**config.mk**
```make
export PLATFORM = sky130hd
export DESIGN_NAME = encoder_count_unfold_index
export DESIGN_NICKNAME = d
export VERILOG_FILES = /design/src/rtl/ecui_pkg.sv /design/src/rtl/ecui_front.sv /design/src/rtl/ecui_fifo.sv /design/src/rtl/ecui_back.sv /design/src/rtl/encoder_count_unfold_index.sv
export SDC_FILE = /design/constraint.sdc
export NUM_CORES = 2
export LEC_CHECK = 0
export BUFFER_PORTS_ARGS = -buffer_cell sky130_fd_sc_hd__buf_4
export CORE_ASPECT_RATIO = 0.6
export CORE_MARGIN = 2
export CORE_UTILIZATION = 40
export CTS_CLUSTER_SIZE = 16
export DETAILED_ROUTE_END_ITERATION = 12
export PLACE_DENSITY = 0.56
export SETUP_SLACK_MARGIN = 0.3
export SLEW_MARGIN = 30
export SYNTH_ARGS = -nofsm -noshare
export SYNTH_HDL_FRONTEND = slang
export SYNTH_SLANG_ARGS = --single-unit
```
**constraint.sdc**
```tcl
create_clock -name clk -period 19.3 [get_ports clk]
set_input_delay 3.86 -clock clk [delete_from_list [all_inputs] [get_ports clk]]
set_output_delay 3.86 -clock clk [all_outputs]
set_load 0.01 [all_outputs]
```
**src/rtl/ecui_pkg.sv**
```systemverilog
package ecui_pkg;

	// input selector codes
	localparam logic [1:0] OP_UPDATE = 2'd0;
	localparam logic [1:0] OP_INDEX  = 2'd1;
	localparam logic [1:0] OP_CLEAR  = 2'd2;
	localparam logic [1:0] OP_UNUSED = 2'd3;

	// configuration register indexes
	localparam logic [1:0] REG_CPR       = 2'd0;
	localparam logic [1:0] REG_JUMP_RATE = 2'd1;
	localparam logic [1:0] REG_INDEX_EN  = 2'd2;

	// register reset values
	localparam logic [16:0] CPR_RESET       = 17'd4096;
	localparam logic [31:0] JUMP_RATE_RESET = 32'd65536;
	localparam logic [16:0] CPR_MAX         = 17'd65536;

	// word handed from the front to the back through the queue
	typedef struct packed {
		logic [63:0] position;
		logic        index_seen;
		logic        jump_flag;
		logic [31:0] jump_total;
		logic [31:0] wrap_total;
		logic [31:0] index_edges;
	} front_word_t;

	// finished result word
	typedef struct packed {
		logic [31:0] index_edges;
		logic [31:0] wrap_total;
		logic [31:0] jump_total;
		logic        jump_flag;
		logic        index_seen;
		logic [15:0] shaft_fraction;
		logic [15:0] shaft_count;
		logic [31:0] turns;
		logic [63:0] position;
	} result_word_t;

endpackage

```
**src/rtl/ecui_front.sv**
```systemverilog
module ecui_front import ecui_pkg::*; #(
	parameter int COUNTER_LIMIT = 16384
) (
	input  logic              clk,
	input  logic              arst_n,
	input  logic              in_valid,
	output logic              in_ready,
	input  logic [1:0]        op,
	input  logic [15:0]       hw_count,
	input  logic [31:0]       dt_us,
	input  logic [31:0]       jump_rate_limit,
	input  logic              index_enable,
	output logic              push,
	input  logic              full,
	output front_word_t       push_word
);

	localparam logic [1:0] F_IDLE = 2'd0;
	localparam logic [1:0] F_POS  = 2'd1;
	localparam logic [1:0] F_CMP  = 2'd2;
	localparam logic [1:0] F_PUSH = 2'd3;

	localparam logic signed [17:0] LIM  = 18'(COUNTER_LIMIT);
	localparam logic signed [17:0] HALF = 18'(COUNTER_LIMIT / 2);

	logic [1:0]  state_q;
	logic [1:0]  op_q;
	logic [31:0] elapsed_q;
	logic [15:0] last_hw_q;
	logic [63:0] acc_q;
	logic [63:0] origin_q;
	logic        origin_valid_q;
	logic [31:0] edge_cnt_q;
	logic [31:0] wrap_cnt_q;
	logic [31:0] jump_cnt_q;
	logic [63:0] last_upd_q;
	logic [63:0] pos_q;
	logic [63:0] prod_q;
	logic        flag_q;

	logic signed [17:0] d_raw;
	logic signed [17:0] d_fold;
	logic               wrapped;
	logic [63:0]        acc_next;
	logic [63:0]        dc;
	logic [63:0]        mag;
	logic [47:0]        allowed;
	logic               jump;

	// fold the counter step
	always_comb begin
		d_raw = $signed({{2{hw_count[15]}}, hw_count}) - $signed({{2{last_hw_q[15]}}, last_hw_q});
		wrapped = 1'b0;
		d_fold = d_raw;
		if (d_raw < -HALF) begin
			d_fold = d_raw + LIM;
			wrapped = 1'b1;
		end else if (d_raw > HALF) begin
			d_fold = d_raw - LIM;
			wrapped = 1'b1;
		end
		acc_next = acc_q + {{46{d_fold[17]}}, d_fold};
	end

	// jump test on the registered product
	always_comb begin
		dc = pos_q - last_upd_q;
		mag = dc[63] ? (64'd0 - dc) : dc;
		allowed = prod_q[63:16];
		jump = (elapsed_q != 32'd0) && (mag > {16'd0, allowed});
	end

	assign in_ready = (state_q == F_IDLE);
	assign push = (state_q == F_PUSH) && !full;

	always_comb begin
		push_word.position    = pos_q;
		push_word.index_seen  = origin_valid_q;
		push_word.jump_flag   = flag_q;
		push_word.jump_total  = jump_cnt_q;
		push_word.wrap_total  = wrap_cnt_q;
		push_word.index_edges = edge_cnt_q;
	end

	// sequencer and state update
	always_ff @(posedge clk or negedge arst_n) begin
		if (!arst_n) begin
			state_q <= F_IDLE;
			last_hw_q <= '0;
			acc_q <= '0;
			origin_q <= '0;
			origin_valid_q <= 1'b0;
			edge_cnt_q <= '0;
			wrap_cnt_q <= '0;
			jump_cnt_q <= '0;
			last_upd_q <= '0;
			flag_q <= 1'b0;
		end else begin
			unique case (state_q)
				F_IDLE: begin
					if (in_valid) begin
						op_q <= op;
						elapsed_q <= dt_us;
						if (op == OP_UPDATE || op == OP_INDEX) begin
							last_hw_q <= hw_count;
							acc_q <= acc_next;
							if (wrapped)
								wrap_cnt_q <= wrap_cnt_q + 32'd1;
						end
						if (op == OP_INDEX && index_enable) begin
							edge_cnt_q <= edge_cnt_q + 32'd1;
							if (!origin_valid_q) begin
								origin_q <= acc_next;
								origin_valid_q <= 1'b1;
							end
						end
						if (op == OP_CLEAR) begin
							origin_q <= '0;
							origin_valid_q <= 1'b0;
						end
						state_q <= F_POS;
					end
				end
				F_POS: begin
					pos_q <= origin_valid_q ? (acc_q - origin_q) : acc_q;
					prod_q <= 64'(jump_rate_limit) * 64'(elapsed_q);
					state_q <= F_CMP;
				end
				F_CMP: begin
					flag_q <= (op_q == OP_UPDATE) && jump;
					if (op_q == OP_UPDATE) begin
						if (jump)
							jump_cnt_q <= jump_cnt_q + 32'd1;
						last_upd_q <= pos_q;
					end
					state_q <= F_PUSH;
				end
				F_PUSH: begin
					if (!full)
						state_q <= F_IDLE;
				end
				default: state_q <= F_IDLE;
			endcase
		end
	end

endmodule

```
**src/rtl/ecui_fifo.sv**
```systemverilog
module ecui_fifo #(
	parameter int WIDTH = 8
) (
	input  logic             clk,
	input  logic             arst_n,
	input  logic             push,
	input  logic [WIDTH-1:0] push_data,
	output logic             full,
	input  logic             pop,
	output logic [WIDTH-1:0] pop_data,
	output logic             empty
);

	logic [WIDTH-1:0] mem_q [2];
	logic             wr_q;
	logic             rd_q;
	logic [1:0]       cnt_q;

	assign full = (cnt_q == 2'd2);
	assign empty = (cnt_q == 2'd0);
	assign pop_data = mem_q[rd_q];

	// two-entry queue
	always_ff @(posedge clk or negedge arst_n) begin
		if (!arst_n) begin
			wr_q <= 1'b0;
			rd_q <= 1'b0;
			cnt_q <= '0;
		end else begin
			if (push)
				wr_q <= !wr_q;
			if (pop)
				rd_q <= !rd_q;
			if (push && !pop)
				cnt_q <= cnt_q + 2'd1;
			else if (pop && !push)
				cnt_q <= cnt_q - 2'd1;
		end
	end

	always_ff @(posedge clk) begin
		if (push)
			mem_q[wr_q] <= push_data;
	end

	a_no_overflow: assert property (@(posedge clk) disable iff (!arst_n) push |-> !full)
		else $error("push into full queue");
	a_no_underflow: assert property (@(posedge clk) disable iff (!arst_n) pop |-> !empty)
		else $error("pop from empty queue");
	a_count_range: assert property (@(posedge clk) disable iff (!arst_n)
		(cnt_q != 2'd3) && ((wr_q == rd_q) == (cnt_q != 2'd1)))
		else $error("queue pointers and count disagree");

endmodule

```
**src/rtl/ecui_back.sv**
```systemverilog
module ecui_back import ecui_pkg::*; (
	input  logic          clk,
	input  logic          arst_n,
	input  logic [16:0]   cpr,
	input  logic          empty,
	output logic          pop,
	input  front_word_t   pop_word,
	output logic          out_valid,
	input  logic          out_ready,
	output result_word_t  out_word
);

	localparam logic [2:0] B_IDLE = 3'd0;
	localparam logic [2:0] B_DIV  = 3'd1;
	localparam logic [2:0] B_FIX  = 3'd2;
	localparam logic [2:0] B_FRAC = 3'd3;
	localparam logic [2:0] B_DONE = 3'd4;

	logic [2:0]   state_q;
	front_word_t  item_q;
	logic         neg_q;
	logic [63:0]  dq_q;
	logic [16:0]  r_q;
	logic [5:0]   cnt_q;
	logic [31:0]  turns_q;
	logic [15:0]  shaft_q;
	logic [15:0]  frac_q;

	logic [17:0]  trial;
	logic [17:0]  diff;
	logic         take;
	logic [63:0]  q_fix;
	logic [16:0]  r_fix;

	// one restoring step, shared by both divides
	always_comb begin
		trial = (state_q == B_DIV) ? {r_q, dq_q[63]} : {r_q, 1'b0};
		diff = trial - {1'b0, cpr};
		take = (trial >= {1'b0, cpr});
	end

	// floor correction of the truncating quotient
	always_comb begin
		q_fix = dq_q;
		r_fix = r_q;
		if (neg_q) begin
			if (r_q != 17'd0) begin
				q_fix = ~dq_q;
				r_fix = cpr - r_q;
			end else begin
				q_fix = 64'd0 - dq_q;
			end
		end
	end

	assign pop = (state_q == B_IDLE) && !empty;

	always_ff @(posedge clk or negedge arst_n) begin
		if (!arst_n) begin
			state_q <= B_IDLE;
			out_valid <= 1'b0;
		end else begin
			// result valid: set on load, cleared on handoff
			if (state_q == B_DONE && (!out_valid || out_ready))
				out_valid <= 1'b1;
			else if (out_ready)
				out_valid <= 1'b0;
			unique case (state_q)
				B_IDLE: begin
					if (!empty) begin
						item_q <= pop_word;
						neg_q <= pop_word.position[63];
						dq_q <= pop_word.position[63] ? (64'd0 - pop_word.position)
							: pop_word.position;
						r_q <= '0;
						cnt_q <= 6'd63;
						state_q <= B_DIV;
					end
				end
				B_DIV: begin
					dq_q <= {dq_q[62:0], take};
					r_q <= take ? diff[16:0] : trial[16:0];
					cnt_q <= cnt_q - 6'd1;
					if (cnt_q == 6'd0)
						state_q <= B_FIX;
				end
				B_FIX: begin
					turns_q <= q_fix[31:0];
					shaft_q <= r_fix[15:0];
					r_q <= r_fix;
					cnt_q <= 6'd15;
					state_q <= B_FRAC;
				end
				B_FRAC: begin
					frac_q <= {frac_q[14:0], take};
					r_q <= take ? diff[16:0] : trial[16:0];
					cnt_q <= cnt_q - 6'd1;
					if (cnt_q == 6'd0)
						state_q <= B_DONE;
				end
				B_DONE: begin
					if (!out_valid || out_ready)
						state_q <= B_IDLE;
				end
				default: state_q <= B_IDLE;
			endcase
		end
	end

	// output register
	always_ff @(posedge clk) begin
		if (state_q == B_DONE && (!out_valid || out_ready)) begin
			out_word.position <= item_q.position;
			out_word.turns <= turns_q;
			out_word.shaft_count <= shaft_q;
			out_word.shaft_fraction <= frac_q;
			out_word.index_seen <= item_q.index_seen;
			out_word.jump_flag <= item_q.jump_flag;
			out_word.jump_total <= item_q.jump_total;
			out_word.wrap_total <= item_q.wrap_total;
			out_word.index_edges <= item_q.index_edges;
		end
	end

endmodule

```
**src/rtl/encoder_count_unfold_index.sv**
```systemverilog
// channel   | direction | tvalid/tready      | payload
// s_*       | in        | s_tvalid/s_tready  | tuser op, tdata hw_count, dt_us
// m_*       | out       | m_tvalid/m_tready  | tdata result word
// cfg_*     | in        | cfg_wen            | cfg_idx, cfg_wdata
//
// A result is produced by the back end's serial divider: 64 restoring steps for
// turns and 16 for the fraction, one bit per cycle; the back end takes a new word
// only after the last result is loaded into its output register.
// The front passes each word through its IDLE, POS, CMP and PUSH states and runs ahead by up to two queued words.
// arst_n clears the accumulated position state and loads register defaults.
// A stalled m_tready holds the result; the back and front stall behind it.
module encoder_count_unfold_index import ecui_pkg::*; #(
	parameter int COUNTER_LIMIT = 16384
) (
	input  logic         clk,
	input  logic         arst_n,
	input  logic         s_tvalid,
	output logic         s_tready,
	input  logic [1:0]   s_tuser,   // op[1:0]
	input  logic [47:0]  s_tdata,   // hw_count[15:0], dt_us[47:16]
	output logic         m_tvalid,
	input  logic         m_tready,
	// position[63:0], turns[95:64], shaft_count[111:96], shaft_fraction[127:112],
	// index_seen[128], jump_flag[129], jump_total[161:130], wrap_total[193:162],
	// index_edges[225:194], zero[231:226]
	output logic [231:0] m_tdata,
	input  logic         cfg_wen,
	input  logic [1:0]   cfg_idx,
	input  logic [31:0]  cfg_wdata
);

	logic [16:0]  cpr_q;
	logic [31:0]  jump_rate_q;
	logic         index_en_q;
	logic [16:0]  cpr_eff;

	logic         push;
	logic         full;
	logic         pop;
	logic         empty;
	front_word_t  push_word;
	front_word_t  pop_word;
	result_word_t out_word;

	// configuration registers
	always_ff @(posedge clk or negedge arst_n) begin
		if (!arst_n) begin
			cpr_q <= CPR_RESET;
			jump_rate_q <= JUMP_RATE_RESET;
			index_en_q <= 1'b0;
		end else if (cfg_wen) begin
			unique case (cfg_idx)
				REG_CPR:       cpr_q <= cfg_wdata[16:0];
				REG_JUMP_RATE: jump_rate_q <= cfg_wdata;
				REG_INDEX_EN:  index_en_q <= cfg_wdata[0];
				default: ;
			endcase
		end
	end

	// clamp counts per rev to 1..65536
	assign cpr_eff = (cpr_q == 17'd0) ? 17'd1 : ((cpr_q > CPR_MAX) ? CPR_MAX : cpr_q);

	ecui_front #(.COUNTER_LIMIT(COUNTER_LIMIT)) u_front (
		.clk(clk), .arst_n(arst_n),
		.in_valid(s_tvalid), .in_ready(s_tready),
		.op(s_tuser), .hw_count(s_tdata[15:0]), .dt_us(s_tdata[47:16]),
		.jump_rate_limit(jump_rate_q), .index_enable(index_en_q),
		.push(push), .full(full), .push_word(push_word)
	);

	ecui_fifo #(.WIDTH($bits(front_word_t))) u_fifo (
		.clk(clk), .arst_n(arst_n),
		.push(push), .push_data(push_word), .full(full),
		.pop(pop), .pop_data(pop_word), .empty(empty)
	);

	ecui_back u_back (
		.clk(clk), .arst_n(arst_n), .cpr(cpr_eff),
		.empty(empty), .pop(pop), .pop_word(pop_word),
		.out_valid(m_tvalid), .out_ready(m_tready), .out_word(out_word)
	);

	assign m_tdata = {6'd0, out_word};

endmodule

```
==> impl_metrics.csv <==
group,metric,value,unit
grt,grt_pass1_vias,66990,
finish,area_growth,10.98,%
routing,drt-total-wl,278.0,mm
routing,drc,0,
timing,worst_slack,7.248,ns
timing,hold_violations,0,
floorplanning,chipHeight,389.2,um
grt,grt_start_max_net_pins,102,
finish,fin_nets,10714,
clock_network,clock-sinks,1375,
logic_synthesis,netlist_instances,8946,
grt,grt_first_pass_wirelength,425.9,mm
logic_synthesis,ys_types,100,
clock_network,cts-buffers-inserted,145,
clock_network,hold_buffers,0,
floorplanning,ioPinCount,323,
routing,drtIter0Drc,5899,
routing,drt_pass1_iterations,6,
clock_network,htree_levels,4,
floorplanning,fp.coreArea,0.2461,sq mm
logic_synthesis,netlist_area,0.09892,sq mm
worst_setup_path,crit_fanout,46,
floorplanning,dieWidth,646.0,um
worst_setup_path,startpoint_type,"input pin",
clock_network,clockRootBuffer,"clkbuf_16",
clock_network,clk_latency,0.84,ns
logic_synthesis,synthFlopType,"edfxtp_1",
clock_network,cts.reportedPaths.clkPinSlew,0.07,ns
timing,min_period,12.05,ns
grt,grt.total_usage,22.24,%
timing,tightestPinTransition,1.159,ns
routing,routed_via_density,5.272,
timing,skew,0.09175,ns
routing,avgRoutedWirePerCell,22.12,um
clock_network,clockBufferDepth,4,
worst_setup_path,worstPathArrival,12.74,ns
hold_path,min_path_cells,0,
worst_setup_path,ff2ff_setup_slack,8.47,ns
logic_synthesis,synth-edff-count,1009,
worst_setup_path,critPathBufInv,7,
routing,drt.antenna.violating_nets,0,
grt,grt_overflow,0,
worst_setup_path,cp_common_cell,"a21oi_1",
worst_setup_path,path_class,"input pin to register",
clock_network,postCtsSetupRepairBufs,0,
logic_synthesis,synth_seq_cells,1375,
logic_synthesis,yosysTopAreaCellShare,30.63,%
clock_network,cts_tree,"built",
clock_network,cts_resized,0,
timing,rsz0062_at_grt,"no",
worst_setup_path,ff2ff_path_depth,28,
routing,vias,66259,
hold_path,hp-class,"register to register",
outcome,status,"finished clean",
worst_setup_path,crit_required,19.99,ns
logic_synthesis,synth_seq_area_share,39.89,%
timing,period_share,62.44,%
logic_synthesis,async_flop_share,26.62,%
timing,fmax,0.08298,GHz
worst_setup_path,reg2reg_from,"jump_rate_q[6]$_DFFE_PN0P_",
placed_design,pre_cts_ws,6.270,ns
timing,setup_viol,0,
worst_setup_path,crit_slowest_cell,"a221oi_1",
worst_setup_path,end_kind,"register",
logic_synthesis,avgSynthCellArea,11.06,sq um
floorplanning,initial_core_util,40.20,%
timing,slew_headroom,20.77,%
logic_synthesis,yosys_warnings,0,
timing,slew_viol_final,0,
placed_design,gp_congestion,0.8981,
flow_run,drv_cap,0,
logic_synthesis,yosysTopAreaCell,"edfxtp_1",
logic_synthesis,synth.most_common_cell,"inv_1",
floorplanning,num_rows,141,
grt,antenna_found_initial,20,
worst_setup_path,crit_family,"compound AO/OA/AOI/OAI gates",
worst_setup_path,cp_slowest_stage_delay,0.58,ns
logic_synthesis,ys_top_cells_by_count,"inv_1, edfxtp_1, fa_1",
worst_setup_path,r2r_end,"u_front.prod_q[63]$_DFFE_PP_",
floorplanning,dieArea,0.2514,sq mm
finish,drive_gt1_share,11.44,%
placed_design,portBuffers,316,
logic_synthesis,ys_top_cells_by_area,"edfxtp_1, fa_1, dfrtp_1",
timing,fin_tns_setup,0,ns
hold_path,hp-start,"u_back.turns_q[24]$_DFFE_PP_",
finish,final_util,44.61,%
hold_path,whs_endpoint,"u_back.out_word[88]$_DFFE_PP_",
placed_design,hpwl,207.0,mm
[area by class of cell]
class / instances / area, sq um
repair buffers: 436 / 3369
clock inverters: 59 / 625.6
clock buffers: 196 / 4016
diodes: 11 / 27.53
multi-input cells: 5937 / 53410
flip-flops and latches: 1375 / 39480
inverters: 1265 / 4748
fillers: 22910 / 136300
well taps: 3289 / 4115
[cells by family after synthesis]
kind of cell,synth area share (%)
other,0.003791
flip-flops,39.89
buffers and inverters,6.270
AO/OA/AOI/OAI,8.416
XOR/XNOR,4.152
adder cells (fa/ha/maj),25.37
AND/OR/NAND/NOR,11.84
multiplexers,4.059
[worst max-delay path by stage]
stage | slack, ns | startpoint | depth (start not counted) | to
floorplan | 7.65 | s_tdata[0] | 39 | u_front.origin_q[63]$_DFFE_PN0P_
global placement | 5.97 | s_tdata[1] | 37 | u_front.origin_q[63]$_DFFE_PN0P_
detailed placement | 6.27 | s_tdata[1] | 37 | u_front.origin_q[63]$_DFFE_PN0P_
CTS | 7.11 | s_tdata[1] | 37 | u_front.origin_q[63]$_DFFE_PN0P_
global route | 6.39 | s_tdata[0] | 41 | u_front.origin_q[63]$_DFFE_PN0P_
finish | 7.25 | s_tdata[0] | 41 | u_front.origin_q[63]$_DFFE_PN0P_
[stage by stage]
stage	instances	instance area, sq um	hold WS, ns
after global routing	12557	109800	0.3645
final	12568	109800	0.3626
after global placement	12297	105000	0.4038
after floorplan	8951	98940	0.4003
after detailed placement	12298	105000	0.4045
after CTS	12553	109600	0.3554
[flip-flops by register name, indices dropped and copies added (netlist names), 17 cells and up]
signal	cells
u_fifo.mem_q	324
u_back.out_word	226
u_back.item_q	162
u_back.dq_q	64
u_front.acc_q	64
u_front.last_upd_q	64
u_front.origin_q	64
u_front.pos_q	64
u_front.prod_q	48
jump_rate_q	32
u_back.turns_q	32
u_front.edge_cnt_q	32
u_front.elapsed_q	32
u_front.jump_cnt_q	32
u_front.wrap_cnt_q	32
cpr_q	17
u_back.r_q	17
[worst register-to-register path, delay by kind of cell, from the launching register on]
kind	cells	cell delay, ns
DFF	1	0.85
adders and majority gates	9	4.10
and+or+nand+nor	2	0.24
xor gates and xnor gates	1	0.08
AOI/OAI and AO/OA	12	4.58
buffers and inverters	4	0.70
[cell usage in the layout, fill, tap and decap left out, types with 41 or more instances in the layout]
cell,instances
inv_1,1264
edfxtp_1,1009
fa_1,901
nand2_1,900
and2_1,581
ha_1,564
buf_4,429
o21ai_0,352
dfrtp_1,351
xnor2_1,342
mux2_2,320
a21oi_1,297
nor2_1,267
a21o_1,182
clkbuf_16,150
xor2_1,126
nand3_1,89
nand4_1,84
nor3_1,77
a22o_1,68
and3_1,52
or3_1,45
nand2b_1,42
o21bai_1,42
nor4_1,42
o21a_1,41
o31ai_1,41
[layer usage]
layer | vias up | share of wire [%] | global-route usage (%) | wire [um]
li1 | 30329 | - | - | -
met1 | 33393 | 51 | 35.69 | 141300
met2 | 2232 | 39 | 30.38 | 108800
met3 | 301 | 8.0 | 4.691 | 22170
met4 | 4 | 2.0 | 4.441 | 5690
met5 | - | 0.0097 | 0 | 27
Power is left out: the tool's default activity adds up to more than one toggle a clock period on the data nets, which glitch-free logic cannot reach.
